==> src/hdl/drc_pkg.sv <==
// Shared types, constants and tables of the dual-release RMS compressor.
// No dependencies; used by the log unit, the top, the checker and the testbench.
package drc_pkg;

   // Widths fixed by the word formats
   localparam int SAMPLE_BITS  = 24;
   localparam int CHAN_W       = 3;
   localparam int CHAN_SLOTS   = 2 ** CHAN_W;
   localparam int CHANNELS_DEF = 8;
   localparam int ENV_W        = 32;
   localparam int COEF_W       = 24;
   localparam int RED_W        = 15;
   localparam int CSR_IDX_W    = 3;
   localparam int CSR_DATA_W   = 24;

   // Register indexes
   localparam logic [CSR_IDX_W-1:0] CSR_ATTACK       = 3'd0;
   localparam logic [CSR_IDX_W-1:0] CSR_RELEASE_FAST = 3'd1;
   localparam logic [CSR_IDX_W-1:0] CSR_RELEASE_SLOW = 3'd2;
   localparam logic [CSR_IDX_W-1:0] CSR_WEIGHT_ATT   = 3'd3;
   localparam logic [CSR_IDX_W-1:0] CSR_WEIGHT_REL   = 3'd4;
   localparam logic [CSR_IDX_W-1:0] CSR_THRESHOLD    = 3'd5;
   localparam logic [CSR_IDX_W-1:0] CSR_RATIO        = 3'd6;
   localparam logic [CSR_IDX_W-1:0] CSR_BYPASS       = 3'd7;

   // Fixed-point constants
   localparam logic [24:0] Q24_ONE       = 25'h100_0000;
   localparam logic [23:0] Q24_HALF      = 24'h80_0000;
   localparam logic [23:0] Q24_MAX       = 24'hFF_FFFF;
   localparam logic [14:0] DB_FLOOR      = 15'd30720;
   localparam logic [17:0] DB_PER_OCTAVE = 18'd197283;
   localparam logic [21:0] OCTAVE_PER_DB = 22'd2786635;

   typedef struct packed {
      logic [CHAN_W-1:0]             channel;
      logic signed [SAMPLE_BITS-1:0] sample_in;
   } req_word_type;

   typedef struct packed {
      logic [CHAN_W-1:0]             channel_out;
      logic signed [SAMPLE_BITS-1:0] sample_out;
      logic [RED_W-1:0]              reduction_db;
   } rsp_word_type;

   // One memory word of per-channel state
   typedef struct packed {
      logic [ENV_W-1:0]  fast;
      logic [ENV_W-1:0]  slow;
      logic [COEF_W-1:0] weight;
   } chan_state_type;

   // Status from the log unit
   typedef struct packed {
      logic             done;
      logic [RED_W-1:0] level;
   } log_stat_type;

   typedef logic [31:0] root_tbl_type [16];

   // Factors 2^(-2^-(k+1)) in Q30: each the integer square root of the previous, from 0.5
   function automatic root_tbl_type root_table();
      root_tbl_type tbl;
      logic [63:0]  r;
      logic [63:0]  x;
      logic [63:0]  q;
      logic [63:0]  b;
      r = 64'd1 << 29;
      for (int k = 0; k < 16; k++) begin
         x = r << 30;
         q = 64'd0;
         b = 64'd1 << 62;
         for (int i = 0; i < 32; i++) begin
            if (x >= q + b) begin
               x = x - (q + b);
               q = (q >> 1) + b;
            end else begin
               q = q >> 1;
            end
            b = b >> 2;
         end
         r = q;
         tbl[k] = r[31:0];
      end
      return tbl;
   endfunction

   localparam root_tbl_type ROOT_TBL = root_table();

endpackage

==> src/hdl/drc_log_unit.sv <==
// Envelope to dB converter: normalize, 16 squaring steps, scale to Q7.8.
// Depends on drc_pkg.
module drc_log_unit (
   input  logic                       clock,
   input  logic                       reset,
   input  logic                       start,
   input  logic [drc_pkg::ENV_W-1:0]  env,
   output drc_pkg::log_stat_type      stat
);
   import drc_pkg::*;

   localparam logic [2:0] L_IDLE = 3'd0;
   localparam logic [2:0] L_NORM = 3'd1;
   localparam logic [2:0] L_SQ   = 3'd2;
   localparam logic [2:0] L_MUL  = 3'd3;
   localparam logic [2:0] L_RND  = 3'd4;

   logic [2:0]       state_ff, state_in;
   logic [3:0]       cnt_ff;
   logic [31:0]      m_ff;
   logic [4:0]       sh_ff;
   logic [15:0]      frac_ff;
   logic [39:0]      prod_ff;
   logic             done_ff;
   logic [RED_W-1:0] level_ff;
   logic [63:0]      sq;
   logic [32:0]      sq_rnd;
   logic [21:0]      lvl_oct;
   logic [40:0]      lvl_sum;

   // Square the mantissa, Q1.31
   assign sq      = 64'(m_ff) * 64'(m_ff);
   assign sq_rnd  = 33'((65'(sq) + 65'(64'd1 << 30)) >> 31);
   assign lvl_oct = (22'(6'(sh_ff) + 6'd1) << 16) - 22'(frac_ff);
   assign lvl_sum = 41'(prod_ff) + 41'(Q24_HALF);

   // Sequence the steps
   always_comb begin
      state_in = state_ff;
      unique case (state_ff)
         L_IDLE: if (start && env != '0) state_in = L_NORM;
         L_NORM: if (cnt_ff == 4'd4) state_in = L_SQ;
         L_SQ:   if (cnt_ff == 4'd15) state_in = L_MUL;
         L_MUL:  state_in = L_RND;
         L_RND:  state_in = L_IDLE;
         default: state_in = L_IDLE;
      endcase
   end

   always_ff @(posedge clock) begin
      if (reset) begin
         state_ff <= L_IDLE;
         done_ff  <= 1'b0;
      end else begin
         state_ff <= state_in;
         done_ff  <= (state_ff == L_RND) || (state_ff == L_IDLE && start && env == '0);
      end
   end

   // Datapath
   always_ff @(posedge clock) begin
      case (state_ff)
         L_IDLE: begin
            m_ff     <= env;
            sh_ff    <= '0;
            cnt_ff   <= '0;
            frac_ff  <= '0;
            level_ff <= DB_FLOOR;
         end
         L_NORM: begin
            // binary search for the top set bit
            case (cnt_ff)
               4'd0: if (m_ff[31:16] == '0) begin
                  m_ff <= m_ff << 16; sh_ff <= sh_ff + 5'd16;
               end
               4'd1: if (m_ff[31:24] == '0) begin
                  m_ff <= m_ff << 8; sh_ff <= sh_ff + 5'd8;
               end
               4'd2: if (m_ff[31:28] == '0) begin
                  m_ff <= m_ff << 4; sh_ff <= sh_ff + 5'd4;
               end
               4'd3: if (m_ff[31:30] == '0) begin
                  m_ff <= m_ff << 2; sh_ff <= sh_ff + 5'd2;
               end
               default: if (!m_ff[31]) begin
                  m_ff <= m_ff << 1; sh_ff <= sh_ff + 5'd1;
               end
            endcase
            cnt_ff <= (cnt_ff == 4'd4) ? 4'd0 : cnt_ff + 4'd1;
         end
         L_SQ: begin
            // one fraction bit per squaring
            frac_ff <= {frac_ff[14:0], sq_rnd[32]};
            m_ff    <= sq_rnd[32] ? sq_rnd[32:1] : sq_rnd[31:0];
            cnt_ff  <= cnt_ff + 4'd1;
         end
         L_MUL: prod_ff <= 40'(lvl_oct) * 40'(DB_PER_OCTAVE);
         L_RND: level_ff <= lvl_sum[24+RED_W-1:24];
         default: ;
      endcase
   end

   assign stat.done  = done_ff;
   assign stat.level = level_ff;

endmodule

==> config.mk <==
export PLATFORM = sky130hd
export DESIGN_NAME = drc_log_unit
export DESIGN_NICKNAME = d
export VERILOG_FILES = /design/src/hdl/drc_pkg.sv /design/src/hdl/drc_log_unit.sv
export SDC_FILE = /design/constraint.sdc
export NUM_CORES = 2
export LEC_CHECK = 0
export BUFFER_PORTS_ARGS = -buffer_cell sky130_fd_sc_hd__buf_2
export CAP_MARGIN = 40
export CORE_UTILIZATION = 40
export DETAILED_ROUTE_END_ITERATION = 10
export PLACE_DENSITY_LB_ADDON = 0.12
export SLEW_MARGIN = 10
export SYNTH_ARGS = -nofsm -noshare
export SYNTH_HDL_FRONTEND = slang
export SYNTH_SLANG_ARGS = --single-unit
==> constraint.sdc <==
create_clock -name clock -period 21.1 [get_ports clock]
set_clock_uncertainty 0.1 [all_clocks]
set_input_delay 4.22 -clock clock [delete_from_list [all_inputs] [get_ports clock]]
set_output_delay 4.22 -clock clock [all_outputs]
set_load 0.03 [all_outputs]
After elaboration in Yosys (flattened, before gate mapping)
Index checks and enable logic that the tools add are counted.
{ "classes": {"n_addsub": 10, "multipliers": 2, "n_eq_ne": 17, "muxes": 23, "n_reduce_logical": 20} }
{ "op_table": {"columns": ["operator", "count"], "rows": [
  ["32-bit two-way mux", 6],
  ["32-bit case mux with 4 select lines", 1],
  ["32-bit case mux with 3 select lines", 1],
  ["64-bit by 31-bit adder with 64-bit output (second input constant)", 1],
  ["32-bit by 32-bit multiplier with 64-bit output", 1],
  ["39-bit by 24-bit adder with 39-bit output (second input constant)", 1],
  ["22-bit by 18-bit multiplier with 39-bit output (second input constant)", 1],
  ["32-bit zero test", 1],
  ["16-bit case mux with 2 select lines", 1],
  ["32-bit nonzero test", 1],
  ["15-bit case mux with 2 select lines", 1],
  ["5-bit two-way mux", 5],
  ["22-bit by 16-bit subtractor with 22-bit output", 1],
  ["5-bit case mux with 4 select lines", 1],
  ["16-bit zero test", 1],
  ["3-bit inequality test (second input constant)", 4],
  ["3-bit case mux with 4 select lines", 1],
  ["4-bit case mux with 3 select lines", 1],
  ["6-bit AND reduction", 2],
  ["5-bit case mux with 2 select lines", 1],
  ["3-bit two-way mux", 3],
  ["4-bit by 2-bit == test with 1-bit output (second input constant)", 2],
  ["4-bit zero test", 2],
  ["8-bit zero test", 1],
  ["other kinds (24)", 31]
]} }
{ "word_totals": {"register_bits": 115, "out_inout_bits": 16, "wordCells": 81} }

Depth between registers and ports, before layout
{ "depth": {"word_depth": 4, "depth_mapped": 34, "ltp_nobuf": 29} }

Worst setup path after synthesis
No wires, ideal clock.
{ "synth_timing": {"kind": "flip-flop to flip-flop", "startpoint": "reg m_ff[13]", "endpoint": "reg m_ff[17] (data pin)", "setup_ns": 0.268, "arrival_time_ns": 8.002, "required_ns": 20.732, "slack_ns": 12.730, "path_stages_with_launch": 32, "path_buffers": 4, "synth_period_minus_slack_ns": 8.370, "path_cell_list": "edfxtp_1 -> clkbuf_1 -> clkbuf_1 -> clkbuf_1 -> nand2_1 -> fa_1 -> inv_1 -> fa_1 -> fa_1 -> inv_1 -> fa_1 -> inv_1 -> fa_1 -> inv_1 -> fa_1 -> inv_1 -> fa_1 -> fa_1 -> ha_1 -> a21oi_1 -> o211ai_1 -> a2111oi_0 -> a21oi_1 -> a31oi_4 -> o31ai_4 -> a41oi_4 -> xnor2_4 -> or2_1 -> buf_2 -> inv_2 -> a222oi_1 -> o21ai_1"} }
{ "synth_via": {"elab_chain_cells": 4, "elab_cells_between_ends": 6, "classes_between": "add/sub (1); mul (1); mux (4)"} }
{ "synth_lines": {"columns": ["item", "line", "source"], "rows": [
  ["from (decl)", "drc_log_unit.sv:20", "logic [31:0] m_ff;"],
  ["from (signal assigned)", "drc_log_unit.sv:64", "m_ff <= env;"],
  ["from (signal assigned)", "drc_log_unit.sv:74", "m_ff <= m_ff << 16; sh_ff <= sh_ff + 5'd16;"],
  ["from (signal assigned)", "drc_log_unit.sv:77", "m_ff <= m_ff << 8; sh_ff <= sh_ff + 5'd8;"],
  ["32-bit by 32-bit multiplier with 64-bit output", "drc_log_unit.sv:32", "assign sq = 64'(m_ff) * 64'(m_ff);"],
  ["64-bit by 31-bit adder with 64-bit output", "drc_log_unit.sv:33", "assign sq_rnd = 33'((65'(sq) + 65'(64'd1 << 30)) >> 31);"],
  ["32-bit two-way mux", "drc_log_unit.sv:94", "m_ff <= sq_rnd[32] ? sq_rnd[32:1] : sq_rnd[31:0];"],
  ["32-bit case mux with 3 select lines *", "drc_log_unit.sv:62", "case (state_ff)"]
]} }
Every way passes the cells marked *; elsewhere a longest branch is shown, timed or not. The select of a mux whose other input is x is not followed.
A chain may end at the register's enable or synchronous reset.

Worst setup path after layout
{ "layout_timing": {"startpoint": "reg m_ff[16]", "endpoint": "reg m_ff[29] (data pin)"} }
{ "layout_via": {"elab_chain_cells": 4} }
{ "layout_lines": {"columns": ["item", "line"], "rows": [
  ["32-bit by 32-bit multiplier with 64-bit output", "drc_log_unit.sv:32"],
  ["64-bit by 31-bit adder with 64-bit output", "drc_log_unit.sv:33"],
  ["32-bit two-way mux", "drc_log_unit.sv:94"],
  ["32-bit case mux with 3 select lines", "drc_log_unit.sv:62"]
]} }
Every way passes these cells.

==> reports/metrics.csv <==
metric,value,unit
ioPinCount,51,
arrival,9.93,ns
grt_pass1_wl,183000,µm
setup_violations,0,
dpl.cell_count,5451,
port_buffers,50,
fin_setup_tns,0,ns
tritoncts,built,
cts_buffers,9,
synth_top_area_share,44.3,%
ys_types,74,
wl_per_cell,21.2,µm
cts_resized,0,
synth_seq_area_share,6.81,%
via_per_inst,5.05,
rsz0062_at_grt,no,
tightest_slew,0.931,ns
synth_seq_cells,92,
vias,27600,
required,21.12,ns
core,98700,µm²
yosys_warnings,0,
synthArstFlopShare,0,%
synth_edf_count,88,
num_rows,115,
crit_path_end_kind,flip-flop,
yosysMostFrequentCell,inv_1,
maxCapViolCount,0,
fill_cells,9789,
fmax,101,MHz
clock_latency,0.38,ns
hpwlAfterDp,94200,µm
clkSlewWorstSetupHoldPaths,0.09,ns
final_antenna_net_count,0,
globalplace.congestion,0.921,
fin_nets,5584,
yosys-top-cells-count,"1,177 x inv_1, 884 x fa_1, 489 x ha_1",
die_y,318,µm
initial_core_util,40.5,%
die_w,318,µm
post-cts-setup-buffer-count,0,
overflow,0,
drt_iter0_drc,1620,
ctsLongestPathBuffers,2,
post-synth-top-area-cell,fa_1,
syn-cell-area,40000,µm²
syn-num-nets,5629,
drc,0,
grt_antenna_before_repair,8,
htreeDepth,3,
slew_viol_final,0,
min_period,9.91,ns
grt_usage,23.9,%
holdCritPathClass,reg -> reg,
die-area,101000,µm²
synthFlopType,edfxtp_1,
syn-instance-count,4221,
syn_avg_cell_area,9.47,µm²
min_period_over_period,47.0,%
grt_pass1_vias,30500,
layout-area-overhead-vs-synth,5.12,%
dr.pass1.iters,8,
routed_wl,116000,µm
maxSlewHeadroom,37.1,%
numClockSinks,92,
start_kind,flip-flop,
stdcell_count,5471,
finalHoldViolations,0,
path_class,reg -> reg,
ys_top_cells_by_area,"fa_1 44%, ha_1 15%, inv_1 11%, edfxtp_1 6.6%, and2_1 4.1%",
cts_hold_buf,0,
drive_above_1_share,3.76,%
grt_max_degree,41,
status,finished clean,
root_buffer,clkbuf_16,
crit_path_max_fanout,32,
[kinds of logic after synthesis]
family | after synthesis | synth area share, %
flip-flops | 92 | 6.81
AND/OR/NAND/NOR | 854 | 10.5
buffers and inverters | 1344 | 12.6
AO/OA/AOI/OAI | 404 | 6.93
adder cells (fa/ha/maj) | 1373 | 59.6
XOR/XNOR | 128 | 2.85
multiplexers | 26 | 0.657
[worst max-delay path, cell delays in order (launching register included)]
cell,delay [ns]
edfxtp_1,0.33
buf_4,0.53
inv_1,0.50
nor2_1,0.42
fa_1,0.52
fa_1,0.50
fa_1,0.53
inv_1,0.06
fa_1,0.51
inv_1,0.06
fa_1,0.48
fa_1,0.56
fa_1,0.43
fa_1,0.46
ha_1,0.39
a21oi_2,0.15
o21ai_0,0.25
a21oi_1,0.12
a21oi_1,0.58
a31oi_2,0.25
o41ai_1,0.86
a211o_1,0.34
o31ai_2,0.08
xor2_1,0.17
mux2i_1,0.10
a221o_1,0.31
[layout by cell type (no fill, tap or decap), drive strengths merged, types with 55 or more instances in the layout]
cell    count
edfxtp     88
fa        884
xor2       55
buf       109
inv      1182
nand2     346
o21ai      67
ha        489
xnor2      73
nor2       99
a21oi      99
and2      262
[area by class of cell]
cell class / instances / area, µm² / share of cell area (%)
multi-input cells: 2785 / 32200 / 76.7
clock buffers: 9 / 225 / 0.536
diodes: 3 / 7.51 / 0.0179
flip-flops and latches: 92 / 2720 / 6.48
repair buffers: 109 / 756 / 1.80
clock inverters: 7 / 66.3 / 0.158
inverters: 1179 / 4430 / 10.5
well taps: 1287 / 1610 / 3.83
[stage by stage]
step           cell area, µm²  setup WS [ns]  utilization (%)  hold slack, ns
6_report                42000          11.19             42.6           0.480
5_1_grt                 42000          10.87             42.6           0.526
4_1_cts                 42000          11.30             42.6           0.491
3_5_place_dp            41700          11.33             42.3           0.479
3_3_place_gp            41600          11.00             42.2           0.470
2_1_floorplan           40000          12.73                -           0.410
[layer usage]
| metal | routed length (µm) | global-route usage, % |
|---|---|---|
| met3 | 5020 | 2.76 |
| met1 | 53300 | 33.6 |
| met5 | 34 | 0 |
| met4 | 1500 | 3.01 |
| met2 | 56200 | 40.5 |
[worst paths after layout]
check                   startpoint                    endpoint  slack (ns)  depth (start not counted)
max             m_ff[16]$_DFFE_PP_          m_ff[29]$_DFFE_PP_       11.19                         25
min          prod_ff[38]$_DFFE_PP_  level_ff[14]$_SDFFCE_PN1P_        0.48                          2
max reg2reg     m_ff[16]$_DFFE_PP_          m_ff[29]$_DFFE_PP_       11.19                         25
min reg2reg  prod_ff[38]$_DFFE_PP_  level_ff[14]$_SDFFCE_PN1P_        0.48                          2
[flip-flops by register name, indices dropped and copies added, names as in the netlist]
name      cells
m_ff         32
frac_ff      16
prod_ff      16
level_ff     15
sh_ff         5
cnt_ff        4
state_ff      3
done_ff       1
Power is left out: the tool's default activity adds up to more than one toggle a clock period on the data nets, which glitch-free logic cannot reach.
